### config.mk
export PLATFORM = sky130hd
export DESIGN_NAME = dtle_ctrl
export DESIGN_NICKNAME = d
export VERILOG_FILES = /design/src/sv/dtle_pkg.sv /design/src/sv/dtle_ctrl.sv
export SDC_FILE = /design/constraint.sdc
export NUM_CORES = 1
export LEC_CHECK = 0
export BUFFER_PORTS_ARGS = -buffer_cell sky130_fd_sc_hd__buf_2
export CORE_AREA = 2 2 39 41
export DETAILED_ROUTE_END_ITERATION = 16
export DIE_AREA = 0 0 41 43
export GPL_TIMING_DRIVEN = 0
export MAX_ROUTING_LAYER = met4
export PLACE_DENSITY = 0.55
export REMOVE_ABC_BUFFERS = 1
export SLEW_MARGIN = 0
export SYNTH_ARGS = -nofsm -noshare
export SYNTH_HDL_FRONTEND = slang
export SYNTH_SLANG_ARGS = --single-unit
### constraint.sdc
create_clock -name clk -period 1.5 [get_ports clk]
set_input_delay 0.15 -clock clk [delete_from_list [all_inputs] [get_ports clk]]
set_output_delay 0.15 -clock clk [all_outputs]
set_load 0.01 [all_outputs]
### src/sv/dtle_pkg.sv
package dtle_pkg;

  typedef enum logic [1:0] {
    OP_UPSERT   = 2'd0,
    OP_SNAPSHOT = 2'd1,
    OP_MARK     = 2'd2,
    OP_COUNTS   = 2'd3
  } op_t;

  typedef enum logic [2:0] {
    ST_UPDATED  = 3'd0,
    ST_INS_FREE = 3'd1,
    ST_INS_EVICT = 3'd2,
    ST_ENTRY    = 3'd3,
    ST_EMPTY    = 3'd4,
    ST_MARKED   = 3'd5,
    ST_NOT_MARKED = 3'd6,
    ST_COUNTS   = 3'd7
  } status_t;

  localparam logic [15:0] COUNT_SAT = 16'hFFFF;
  localparam logic [15:0] STALE_RESET = 16'd300;
  localparam int MAX_RESULTS = 16;

  // Commands from the controller to the datapath.
  typedef struct packed {
    logic scan_start;   // clear scan results and restart the scan index
    logic scan_step;    // examine the entry at the scan index
    logic write_upsert; // commit the upsert to the chosen slot
    logic write_mark;   // commit the mark to the matched slot
    logic load_result;  // load the output register
    logic hold_entry;   // hold the entry at the scan index for sending
    logic emit_entry;   // result is the held snapshot entry
    logic result_last;
  } dtle_cmd_t;

  // Status from the datapath to the controller.
  typedef struct packed {
    logic scan_done;
    logic entry_qualifies;
    logic out_busy;
  } dtle_stat_t;

endpackage

### src/sv/dtle_ctrl.sv
module dtle_ctrl
  import dtle_pkg::*;
(
  input  logic       clk,
  input  logic       rst,
  input  logic       req_valid,
  output logic       req_ready,
  input  logic [1:0] op_in,
  input  dtle_stat_t stat,
  output dtle_cmd_t  cmd
);

  typedef enum logic [1:0] {
    S_IDLE, S_START, S_SCAN, S_FINISH
  } state_t;

  state_t     state;
  logic [1:0] op;
  logic       any;

  assign req_ready = (state == S_IDLE);

  always_comb begin
    cmd = '0;
    unique case (state)
      S_START: cmd.scan_start = 1'b1;
      S_SCAN: begin
        if (!stat.scan_done) begin
          if (op_t'(op) == OP_SNAPSHOT && stat.entry_qualifies) begin
            if (!any) begin
              cmd.scan_step  = 1'b1;
              cmd.hold_entry = 1'b1;
            end else if (!stat.out_busy) begin
              cmd.scan_step   = 1'b1;
              cmd.hold_entry  = 1'b1;
              cmd.emit_entry  = 1'b1;
              cmd.load_result = 1'b1;
            end
          end else begin
            cmd.scan_step = 1'b1;
          end
        end
      end
      S_FINISH: begin
        if (!stat.out_busy) begin
          cmd.load_result  = 1'b1;
          cmd.result_last  = 1'b1;
          cmd.emit_entry   = (op_t'(op) == OP_SNAPSHOT) && any;
          cmd.write_upsert = (op_t'(op) == OP_UPSERT);
          cmd.write_mark   = (op_t'(op) == OP_MARK);
        end
      end
      default: ;
    endcase
  end

  // Snapshot entries are held one step so the last one can carry tlast.
  always_ff @(posedge clk) begin
    if (rst) begin
      state <= S_IDLE;
      op    <= '0;
      any   <= 1'b0;
    end else begin
      unique case (state)
        S_IDLE: if (req_valid) begin
          op    <= op_in;
          any   <= 1'b0;
          state <= S_START;
        end
        S_START: state <= S_SCAN;
        S_SCAN: begin
          if (cmd.hold_entry) any <= 1'b1;
          if (stat.scan_done) state <= S_FINISH;
        end
        S_FINISH: if (!stat.out_busy) state <= S_IDLE;
        default: state <= S_IDLE;
      endcase
    end
  end

  a_one_req: assert property (@(posedge clk) disable iff (rst)
    (req_valid && req_ready) |=> !req_ready) else $error("second request taken");
  a_load_free: assert property (@(posedge clk) disable iff (rst)
    cmd.load_result |-> !stat.out_busy) else $error("load while stalled");
  a_step_scan: assert property (@(posedge clk) disable iff (rst)
    cmd.scan_step |-> state == S_SCAN) else $error("step outside scan");

endmodule

==> impl_summary.txt, run 1 <==
----------------------------------------------------
[Timing]
  Unrepaired setup endpoints after global routing ... true
  Number of max-slew violations in the final report ... 0
  Highest Clock Rate ... between 0.6 and 0.7 GHz
  Least setup slack across all paths after layout ... about 0.036 ns
  Shortest period the worst path allows ... between 1 and 1.5 ns
  Hold Vio Cnt, Final ... 0
  Clock tree skew after final layout ... a little over 0.008 ns
  Worst slew margin relative to its limit ... 0.790
  Final cycle utilization of the critical path ... 0.976
  Slew at the pin closest to its max-slew limit ... approximately 0.31 ns
  Final count of negative-setup-slack endpoints ... 0

[Placement]
  Setup slack after placement ... about 0.047 ns
  IO Port Bufs ... 16
  Routability-driven placement congestion ratio ... 0.599
  Placed cells ... between 70 and 80
  Half-perimeter wire length after detailed placement ... between 600 and 700 um

[Clocking]
  Sink Count ... 5
  Clock Latency Late Sink ... about 0.26 ns
  Maximum clock path buffer count ... 2
  Hold-fix buffer count after cts ... 0
  Clock root buffer master ... clkbuf_4
  CTS tree ... done
  Total CTS buffers ... 3
  H-tree levels ... 1
  Clock slew at reported path FFs ... about 0.050 ns

[Drt]
  Top Metal Used ... met4
  Per-cell via count in the routed design ... approximately 4.6
  Starting DRC count in detailed routing ... 7
  DRC Markers ... 0
  Vias post-DR ... ~390
  Post-detailed-route wirelength per cell ... about 10 um
  DRT antenna net count ... 0
  Number of iterations in the first detailed-routing pass ... 4
  Metal2 WL ... roughly 370 um
  Wire length reported by the detailed router ... between 800 and 900 um
  Wire length on met3 ... slightly below 90 um
  M1 wire length ... 350 um

[Floorplanning]
  Top-level I/O count ... 17
  Std cell rows ... 14
  Total core area ... 1380 sq um
  Die Height ... around 43 um
  Starting Density ... 0.273
  Die Outline Area ... about 1800 sq um
  Width of the die ... 41 um

[Yosys]
  Cell area after synthesis ... 378 sq um
  Warnings, synthesis ... 0
  Number of synthesized register bits ... 5
  Post-Synthesis Mean Instance Area ... 8.59 sq um
  Synth unique cells ... 20
  Sequential-to-total area share from yosys stat ... 0.265
  Synth Instances ... between 40 and 50

[Worst setup path]
  Setup slack, reg-to-reg ... 0.08 ns
  Start-to-end type of the worst setup path ... register to output pin
  CP startpoint ... state[1]
  Arr. time, crit path ... roughly 1.3 ns
  Capturing element type of the critical path ... output pin
  Kind of launch point of the worst setup path ... register
  Endpoint of the worst-slack reg-to-reg timing path ... state[0]
  Critical path required time ... 1.35 ns
  Largest fanout on the critical path ... 4
  Worst r2r path cells ... 6
  Startpoint of the lowest-slack register-to-register path ... state[0]

[Final layout]
  Share of final-layout standard cells stronger than drive strength 1 ... 0.515
  Number of nets in the finished design ... 82
  Count of filler cells inserted in the layout ... about 160
  Ant diodes ... 0
  Layout overhead on the synthesized area ... 51.3%
  Non-filler instance count after layout ... 84

[Global routing]
  Total track usage ... 0.116
  Pin count of the biggest net entering global routing ... 7
  Antenna violations before repair ... 0
  Overflow after GRT ... 0
  Global-route wire length before repair ... 1210 um
  Vias in the first global route ... roughly 300

[Power and ir drop]
  Power Dens Cells ... approximately 1300 nW/um^2
  Leakage power of the design ... 0.268 nW
  Maximum vdd ir drop ... approximately 0.68 mV

[Worst hold path]
  Path class of the lowest-slack min-delay path ... input port to register
  Endpoint with the worst hold slack ... op[0]
  Hold Path Depth ... 3
  Min-delay src ... op_in[0]

[Job]
  Max_cap viols ... 0

[Run status]
  Result of the run ... finished clean

----------------------------------------------------
## critical path, stage by stage (launching register included)
cell and delay, ns:
dfxtp_2 0.37, ha_2 0.24, nand2b_1 0.12, nor3b_1 0.19
buf_2 0.16
## repair_timing
item | in CTS | in global routing
hold endpoints to repair | 0 | 0
endpoints found under the setup margin | 4 | 6
pin swaps | 0 | 2
buffers inserted | 1 | 3
gates resized for setup | 7 | 6
## layer usage
| metal | track usage | vias to the layer above |
|---|---|---|
| met4 | 0.100 | 0 |
| met3 | 0.0628 | 4 |
| li1 | - | 201 |
| met2 | 0.150 | 14 |
| met1 | 0.123 | 168 |
| met5 | - | - |
## where the power goes
part	leakage [nW]	switching [mW]	total, mW	internal, mW
clock network	0.0150	0.0639	0.165	0.101
registers	0.0416	0.0360	0.203	0.167
logic	0.211	0.171	0.351	0.180
## Yosys cell counts
library cell	instances	area share
a2111oi_0	1	0.023
a2111oi_2	1	0.040
a211o_1	1	0.023
a211oi_1	1	0.020
a21oi_1	5	0.066
a31oi_1	1	0.017
and3b_1	1	0.023
dfxtp_1	5	0.26
ha_1	5	0.17
inv_1	5	0.050
mux2i_1	1	0.026
nand2_1	4	0.040
nand2b_1	4	0.066
nand3_1	2	0.026
nand3b_1	1	0.020
nor2_1	1	0.0099
nor2b_4	2	0.073
nor3_1	1	0.013
nor3b_1	1	0.020
o21ai_0	1	0.013
## cell families (layout without fill, tap and decap cells)
kind of cell,after synthesis,in the layout,synth area share
and+or+nand+nor,17,17,0.291
AOI/OAI and AO/OA,11,11,0.202
adders and majority gates,5,5,0.166
DFF,5,5,0.265
buffers and inverters,5,29,0.0497
muxes,1,1,0.0265
## state kept, by name, summed over array words and instances, names as in the netlist
name / flops
any: 1
op: 2
state: 2
## cell usage in the layout (no fill, tap or decap)
cell type	instances
nand2_2	1
buf_2	16
a21oi_2	1
clkbuf_1	1
o21ai_1	1
and3b_1	1
dfxtp_1	3
ha_1	3
nand3b_1	1
a211oi_2	1
a211o_1	1
nor2_1	1
inv_4	1
inv_1	4
nand2_1	3
nor3_1	1
nand3_1	2
buf_4	4
ha_4	1
nor2b_4	2
nand2b_1	4
nor3b_1	1
mux2i_1	1
a2111oi_2	2
dfxtp_2	2
a31oi_1	1
clkbuf_4	3
ha_2	1
a21oi_1	4
## stage by stage
step | util | hold WS, ns | setup TNS (ns) | instance area [sq um] | power (mW)
floorplan | - | 0.219 | 0 | 378 | 0.387
global placement | 0.345 | 0.398 | 0 | 478 | 0.461
detailed placement | 0.345 | 0.404 | 0 | 478 | 0.462
CTS | 0.384 | 0.142 | 0 | 532 | 0.653
global route | 0.413 | 0.159 | -0.219 | 572 | 0.777
finish | 0.413 | 0.142 | 0 | 572 | 0.719
## worst max path at each step
stage               endpoint  slack (ns)  cells after the start
floorplan           state[0]        0.10                      5
global placement    state[0]        0.04                      5
detailed placement  state[0]        0.05                      5
CTS                   cmd[3]       0.002                      6
global route          cmd[4]       -0.05                      4
finish                cmd[4]        0.04                      4
## area by class of cell
cell class	count	area [sq um]	share of cell area
Clock buffer	4	26.3	0.0460
Inverter	5	21.3	0.0372
Multi-Input combinational cell	34	292	0.510
Sequential cell	5	103	0.179
Tap cell	16	20.0	0.0350
Timing Repair Buffer	20	110	0.193
(Power assumes the default switching activity.)
==> inputs of run 2 (changes only) <==
- BUFFER_PORTS_ARGS: -buffer_cell sky130_fd_sc_hd__buf_2 -> not set
- DONT_BUFFER_PORTS: not set -> 1
- PLACE_DENSITY: 0.55 -> 0.44
==> impl_summary.txt, run 2 (synthesis results as in run 1) <==
----------------------------------------------------
[Final layout]
  Multi-input gate area in the final layout ... approximately 350 sq um
  Largest registers ... op: 2 flops, state: 2 flops, any: 1 flops
  Area taken by flip-flops and latches ... approximately 110 sq um
  Count of filler cells inserted in the layout ... 141
  Layout overhead on the synthesized area ... 43.4%
  Share of final-layout standard cells stronger than drive strength 1 ... 0.460
  Number of nets in the finished design ... 64
  Ant diodes ... 0

[Clocking]
  Clock Latency Late Sink ... 0.24 ns
  Sink Count ... 5
  Total CTS buffers ... 3
  Clock slew at reported path FFs ... about 0.04 ns
  Maximum clock path buffer count ... 2
  Clock root buffer master ... clkbuf_4
  CTS tree ... done
  H-tree levels ... 1

[Floorplanning]
  Die Outline Area ... ~1800 sq um
  Width of the die ... just over 40 um
  Std cell rows ... 14
  Top-level I/O count ... 17
  Die Height ... roughly 43 um
  Total core area ... 1380 sq um
  Starting Density ... 0.273

[Timing]
  Shortest period the worst path allows ... ~1.4 ns
  Highest Clock Rate ... roughly 0.70 GHz
  Worst hold slack after final layout ... around 0.063 ns
  Worst slew margin relative to its limit ... 0.813
  Unrepaired setup endpoints after global routing ... true
  Final count of negative-setup-slack endpoints ... 0
  Hold Vio Cnt, Final ... 0
  Final cycle utilization of the critical path ... 0.957
  Number of max-slew violations in the final report ... 0
  Clock tree skew after final layout ... 0.00210 ns
  Slew at the pin closest to its max-slew limit ... approximately 0.28 ns

[Power and ir drop]
  Leakage power of the design ... a little over 0.2 nW
  Switching share of power ... 0.381
  Switching power of the nets ... 253 uW
  Clock group share of total power ... 0.233
  Internal power ... approximately 410 uW
  Maximum vdd ir drop ... 0.565 mV
  Part of the power in registers ... 0.318
  Final total power ... 663 uW
  Power Dens Cells ... between 1000 and 1500 nW/um^2
  Relative contribution of combinational cells to total power ... 0.450

[Worst setup path]
  Capturing element type of the critical path ... output pin
  Crit-path cells ... inv_4 > ha_4 > nor2b_4 > nand2_4 > o21ai_4
  Startpoint of the lowest-slack register-to-register path ... state[1]
  Kind of launch point of the worst setup path ... register
  Critical path required time ... approximately 1.4 ns
  Endpoint of the worst-slack reg-to-reg timing path ... state[0]
  Setup slack, reg-to-reg ... ~0.08 ns
  CP top delay family ... flip-flops
  Worst path max stage delay ... around 0.35 ns
  Worst r2r path cells ... 5
  Arr. time, crit path ... about 1.3 ns
  Number of buffers and inverters on the critical path ... 1
  Max stage delay cell, worst path ... dfxtp_4
  Largest fanout on the critical path ... 4
  Start-to-end type of the worst setup path ... register to output pin

[Drt]
  Number of iterations in the first detailed-routing pass ... 3
  Starting DRC count in detailed routing ... 2
  DRT antenna net count ... 0
  Vias post-DR ... 335
  Post-detailed-route wirelength per cell ... between 10 and 15 um
  DRC Markers ... 0
  Wire length reported by the detailed router ... about 810 um
  Per-cell via count in the routed design ... between 5 and 6

[Placement]
  Routability-driven placement congestion ratio ... around 0.66
  IO Port Bufs ... 0

[Global routing]
  Vias in the first global route ... around 330
  Total track usage ... 0.110
  Global-route wire length before repair ... around 1200 um
  Antenna violations before repair ... 0
  Overflow after GRT ... 0
  Pin count of the biggest net entering global routing ... 7

[Job]
  Max_cap viols ... 0

[Worst hold path]
  Min-delay src ... op_in[0]
  Path class of the lowest-slack min-delay path ... input port to register
  Endpoint with the worst hold slack ... op[0]
  Hold Path Depth ... 2

[Run status]
  Result of the run ... finished clean

----------------------------------------------------
==> run 2: cell count changes in the layout (fill, tap and decap cells not counted), sizes merged <==
cell,previous run,this run
dlygate4sd3,0,1
buf,20,1
==> run 2: through the flow <==
stage / setup slack [ns] / cells / instance area, sq um / setup TNS (ns) / utilization
global route: -0.00257 / 66 / 542 / -0.00409 / 0.392
finish: 0.0645 / 66 / 542 / 0 / 0.392
detailed placement: -0.0870 / 60 / 398 / -0.0870 / 0.288
floorplan: 0.102 / 44 / 378 / 0 / -
CTS: -0.00604 / 65 / 478 / -0.00691 / 0.345
global placement: -0.0304 / 60 / 398 / -0.0304 / 0.288
==> run 2: power groups by stage <==
stage                     registers (mW)  logic [mW]  clock network, mW
after global routing               0.218       0.340              0.175
after floorplan                    0.186       0.201                  0
after CTS                          0.194       0.262              0.162
after global placement             0.192       0.237                  0
final                              0.211       0.298              0.154
after detailed placement           0.193       0.235                  0
==> run 2: area by class of cell <==
type	count	area share
multi-input cells	34	0.649
well taps	16	0.0370
flip-flops and latches	5	0.194
repair buffers	2	0.0323
inverters	5	0.0393
clock buffers	4	0.0485
==> run 2: worst max path at each step <==
| stage | from | end | slack [ns] | cells past startpoint |
|---|---|---|---|---|
| floorplan | state[0] | state[0] | 0.10 | 5 |
| global placement | state[1] | state[0] | -0.03 | 5 |
| detailed placement | state[0] | state[0] | -0.09 | 5 |
| CTS | state[0] | cmd[6] | -0.006 | 5 |
| global route | state[1] | state[0] | -0.003 | 5 |
| finish | state[0] | cmd[3] | 0.06 | 5 |
==> run 2: worst reg2reg max path: stages, from the launching register on <==
cell and delay (ns):
dfxtp_2 0.37, inv_1 0.09, ha_2 0.23, nor2b_4 0.15
a211o_1 0.26, a211oi_1 0.23
==> run 2: what timing repair did <==
| item | 4_1_cts | 5_1_grt |
|---|---|---|
| setup buffers | 0 | 1 |
| hold buffers | 1 | 0 |
| hold endpoints to repair | 4 | 0 |
| cloned | 0 | 0 |
| gates resized for setup | 13 | 13 |
| setup endpoints to repair | 6 | 7 |
| pin swaps | 2 | 3 |
==> run 2: per-layer routing <==
metal  GRT usage  wire [um]  vias up
met1       0.119        351      153
met2       0.159        385       13
li1            -          -      169
met5           -          0        -
met3      0.0366         70        0
met4      0.0800          0        0
